File: src/hdl/lli_div_cell.sv
// One restoring-division cell: resolves a single quotient bit and hands on.
module lli_div_cell #(
  parameter int unsigned DW    = 44,
  parameter int unsigned VW    = 33,
  parameter int unsigned QW    = 11,
  parameter int unsigned SW    = 1,
  parameter int unsigned SHIFT = 0
) (
  input  logic          clk_i,
  input  logic          rst_ni,
  input  logic          en_i,
  input  logic          in_v_i,
  input  logic [DW-1:0] in_r_i,
  input  logic [QW-1:0] in_q_i,
  input  logic [VW-1:0] in_d_i,
  input  logic [SW-1:0] in_side_i,
  output logic          out_v_o,
  output logic [DW-1:0] out_r_o,
  output logic [QW-1:0] out_q_o,
  output logic [VW-1:0] out_d_o,
  output logic [SW-1:0] out_side_o
);

  logic [DW-1:0] shifted;
  logic          ge;
  logic [DW-1:0] r_d;
  logic [QW-1:0] q_d;
  logic          v_q;
  logic [DW-1:0] r_q;
  logic [QW-1:0] q_q;
  logic [VW-1:0] d_q;
  logic [SW-1:0] side_q;

  // Trial subtract of the divisor at this bit weight
  always_comb begin
    shifted   = DW'(in_d_i) << SHIFT;
    ge        = (in_r_i >= shifted);
    r_d       = ge ? (in_r_i - shifted) : in_r_i;
    q_d       = in_q_i;
    q_d[SHIFT] = ge;
  end

  always_ff @(posedge clk_i or negedge rst_ni) begin
    if (!rst_ni) begin
      v_q <= 1'b0;
    end else if (en_i) begin
      v_q <= in_v_i;
    end
  end

  // Advance payload with the pipe
  always_ff @(posedge clk_i) begin
    if (en_i) begin
      r_q    <= r_d;
      q_q    <= q_d;
      d_q    <= in_d_i;
      side_q <= in_side_i;
    end
  end

  assign out_v_o    = v_q;
  assign out_r_o    = r_q;
  assign out_q_o    = q_q;
  assign out_d_o    = d_q;
  assign out_side_o = side_q;

endmodule

File: src/hdl/lli_div_chain.sv
// Row of division cells, most significant quotient bit first.
module lli_div_chain #(
  parameter int unsigned VW = 33,
  parameter int unsigned QW = 11,
  parameter int unsigned SW = 1
) (
  input  logic             clk_i,
  input  logic             rst_ni,
  input  logic             en_i,
  input  logic             in_v_i,
  input  logic [VW+QW-1:0] dividend_i,
  input  logic [VW-1:0]    divisor_i,
  input  logic [SW-1:0]    in_side_i,
  output logic             out_v_o,
  output logic [QW-1:0]    quotient_o,
  output logic [VW-1:0]    remainder_o,
  output logic [VW-1:0]    divisor_o,
  output logic [SW-1:0]    out_side_o
);

  localparam int unsigned DW = VW + QW;

  logic          v_w    [QW+1];
  logic [DW-1:0] r_w    [QW+1];
  logic [QW-1:0] q_w    [QW+1];
  logic [VW-1:0] d_w    [QW+1];
  logic [SW-1:0] side_w [QW+1];

  assign v_w[0]    = in_v_i;
  assign r_w[0]    = dividend_i;
  assign q_w[0]    = '0;
  assign d_w[0]    = divisor_i;
  assign side_w[0] = in_side_i;

  for (genvar k = 0; k < QW; k++) begin : g_cell
    lli_div_cell #(
      .DW   (DW),
      .VW   (VW),
      .QW   (QW),
      .SW   (SW),
      .SHIFT(QW - 1 - k)
    ) u_cell (
      .clk_i     (clk_i),
      .rst_ni    (rst_ni),
      .en_i      (en_i),
      .in_v_i    (v_w[k]),
      .in_r_i    (r_w[k]),
      .in_q_i    (q_w[k]),
      .in_d_i    (d_w[k]),
      .in_side_i (side_w[k]),
      .out_v_o   (v_w[k+1]),
      .out_r_o   (r_w[k+1]),
      .out_q_o   (q_w[k+1]),
      .out_d_o   (d_w[k+1]),
      .out_side_o(side_w[k+1])
    );
  end

  assign out_v_o     = v_w[QW];
  assign quotient_o  = q_w[QW];
  assign remainder_o = r_w[QW][VW-1:0];
  assign divisor_o   = d_w[QW];
  assign out_side_o  = side_w[QW];

endmodule

File: config.mk
export PLATFORM = sky130hd
export DESIGN_NAME = lli_div_chain
export DESIGN_NICKNAME = d
export VERILOG_FILES = /design/src/hdl/lli_div_cell.sv /design/src/hdl/lli_div_chain.sv
export SDC_FILE = /design/constraint.sdc
export NUM_CORES = 2
export LEC_CHECK = 0
export BUFFER_PORTS_ARGS = -buffer_cell sky130_fd_sc_hd__buf_4
export CORE_MARGIN = 2
export CORE_UTILIZATION = 40
export CTS_CLUSTER_DIAMETER = 50
export DETAILED_ROUTE_END_ITERATION = 7
export GPL_TIMING_DRIVEN = 1
export PLACE_DENSITY = 0.56
export SYNTH_ARGS = -nofsm -noshare
export SYNTH_HDL_FRONTEND = slang
export SYNTH_SLANG_ARGS = --single-unit
File: constraint.sdc
create_clock -name clk_i -period 7.9 [get_ports clk_i]
set_clock_uncertainty 0.15 [all_clocks]
set_input_delay 0.395 -clock clk_i [delete_from_list [all_inputs] [get_ports clk_i]]
set_output_delay 0.395 -clock clk_i [all_outputs]
set_load 0.05 [all_outputs]
==> qor.csv <==
metric,value,unit
status,"complete, no violations",
largest area contributor in the netlist,edfxtp_1,
gp weighted congestion,0.930,
unrepaired setup endpoints after global routing,false,
setup TNS,0,ps
Fill cells,12300,
Placeable Area,0.132,mm^2
Worst Setup Start Kind,flip-flop,
Layout Cells excl Fill,7018,
routed len/inst,16.6,um
leakage,0.0250,uW
Multi-input gate area,0.0231,mm^2
vias in the first global route,36800,
arrival time at the worst endpoint,5030,ps
Hold Crit Class,in -> reg,
Pins Over Slew Limit,0,
"Max FO, Critical Path",18,
Relative slew margins,0.207,
Std-Cell Rows,133,
final setup fails,0,
WHS,34.8,ps
hold violation total from the final report,0,
fmax,0.212,GHz
DIE HEIGHT,369,um
Post-Syn Instances,4917,
ys async rst share,0.0119,
post-route ant nets,0,
nets,5612,
via density per instance,5.14,
synth unique cells,92,
Util after Layout,0.465,
# clock sinks,924,
Max VDD drop,0.228,mV
worst skew pair latency,740,ps
Post-DP HPWL,89800,um
share of layout cells above drive strength 1,0.100,
CP endpoint kind,flip-flop,
pin count of the biggest net entering global routing,138,
Post-route DRC,0,
GRT Total Usage,0.172,
initial core utilization,0.404,
register area share after synthesis,0.519,
#FFs+latches synth,924,
Yosys top cell area share,0.514,
Place WS,3260,ps
ANT cells,0,
synth top area cells,"edfxtp_1 51%, ha_1 8.5%, a21oi_1 4.5%",
Post-synth EDFFs,913,
max cap viols,0,
GRT overflow,0,
first-pass GRT wire length,188000,um
Die ar.,0.136,mm^2
Post-Route WL,116000,um
critical path class,reg -> reg,
synth warn,0,
crit share post-route,0.597,
syn nets,5373,
clock buffer depth,3,
die width,369,um
dpl cells,6696,
vias,36100,
Worst-Margin Slew,1160,ps
io pins,161,
Avg Inst Size Synth,10.8,um^2
I/O Buffers,160,
CTS root buf,clkbuf_16,
CP Data Required Time,8210,ps
crit path time final,4720,ps
main flop type after synthesis,edfxtp_1,
register area,0.0277,mm^2
Power Dens Cells,373,mW/mm^2
CTS buffer count,132,
H-tree Lvls,4,
fin worst setup slack,3180,ps
"Cell Area, Synth",0.0533,mm^2
Starting DRT DRC Count,2081,
initial antenna violation count,1,
iteration count of the initial detailed-routing pass,7,
Area growth syn-to-layout,15.1,%
clk slew on worst S/H paths,50,ps
CTS tree,yes,
kinds of logic after synthesis:
group           synth area share
compound gates             0.159
xor+xnor                  0.0619
fa+ha+maj                 0.0893
buf+inv                   0.0480
flops                      0.519
mux                       0.0187
simple gates               0.104
state kept, by name (all words and copies together), names as in the netlist:
signal                    count
g_cell.u_cell.out_v_o        11
g_cell.u_cell.out_r_o       473
g_cell.u_cell.out_side_o     11
g_cell.u_cell.out_q_o        66
g_cell.u_cell.out_d_o       363
metrics by stage:
step | power, uW | cell area, um^2
after floorplan | 14900 | 53300
after global placement | 17100 | 56200
after detailed placement | 17200 | 56200
after CTS | 23100 | 61400
after global routing | 24600 | 61400
final | 22900 | 61400
cells in the mapped netlist (19+ instances only):
library cell,number
o21ai_0,332
nand4_1,63
o21a_1,41
or3_1,29
nor3_1,47
nor4_1,30
o21bai_1,42
edfxtp_1,913
a31oi_1,35
buf_4,38
xnor2_1,202
clkbuf_1,92
a21oi_1,478
nor2b_1,47
mux2_2,69
buf_2,19
xor2_1,175
nand2_1,367
nand3_1,74
and3_1,44
nor2_1,312
ha_1,363
nand2b_1,48
inv_1,467
a21o_1,216
o211ai_1,25
per-layer routing:
metal	share of wire	vias to the layer above	track usage
met5	0	-	0
met4	0.062	0	0.108
met3	0.032	343	0.0259
met2	0.49	756	0.307
met1	0.41	16500	0.192
li1	-	18500	-
cell usage in the layout, fill, tap and decap left out, types with 63 or more instances in the layout:
cell / Yosys / final
mux2_2: 69 / 69
dlygate4sd3_1: 0 / 81
inv_1: 467 / 467
o21ai_0: 332 / 332
edfxtp_1: 913 / 913
nand2_1: 367 / 367
xor2_1: 175 / 175
xnor2_1: 202 / 202
nand3_1: 74 / 74
ha_1: 363 / 363
a21oi_1: 478 / 477
nand4_1: 63 / 63
clkbuf_16: 0 / 137
buf_4: 38 / 182
a21o_1: 216 / 216
nor2_1: 312 / 312
repair_timing:
action                    4_1_cts  5_1_grt
resized for setup               0        0
hold buffers                   81        0
setup buffers                   0        0
hold endpoints to repair       90        0
power by group:
group | switching (uW) | total [uW] | internal (uW)
logic | 5310 | 9310 | 4000
clock network | 2150 | 5760 | 3600
registers | 687 | 7840 | 7150
critical path: stages (launching register included):
cell       delay (ps)
edfxtp_1          440
ha_1              340
nor2b_1           120
o21ai_0           100
a21boi_0          350
o21ai_0           300
o2111ai_1         640
a31oi_1           330
a21oi_1           310
or2_2             170
clkinv_1          540
o41ai_1           560
nand2_1            80
final cells by class:
class,count,area share
clock inverter,87,0.0143
multi-input combinational,3363,0.377
clock buffer,154,0.0569
inverter,468,0.0286
sequential,924,0.451
tap,1755,0.0358
timing repair buffer,267,0.0367
worst paths after layout:
check	from	to	slack, ps	cells past startpoint
max	g_cell[8].u_cell.out_r_o[2]	g_cell[9].u_cell.out_r_o[37]	3180	12
min reg2reg	g_cell[7].u_cell.out_q_o[6]	g_cell[8].u_cell.out_q_o[6]	250	0
min	en_i	g_cell[10].u_cell.out_r_o[1]	30	1
max in group asynchronous	rst_ni	g_cell[4].u_cell.out_v_o	6740	3
min in group asynchronous	rst_ni	g_cell[2].u_cell.out_v_o	530	3
max reg2reg	g_cell[8].u_cell.out_r_o[2]	g_cell[9].u_cell.out_r_o[37]	3180	12
Power figures use the tool's default switching activity.
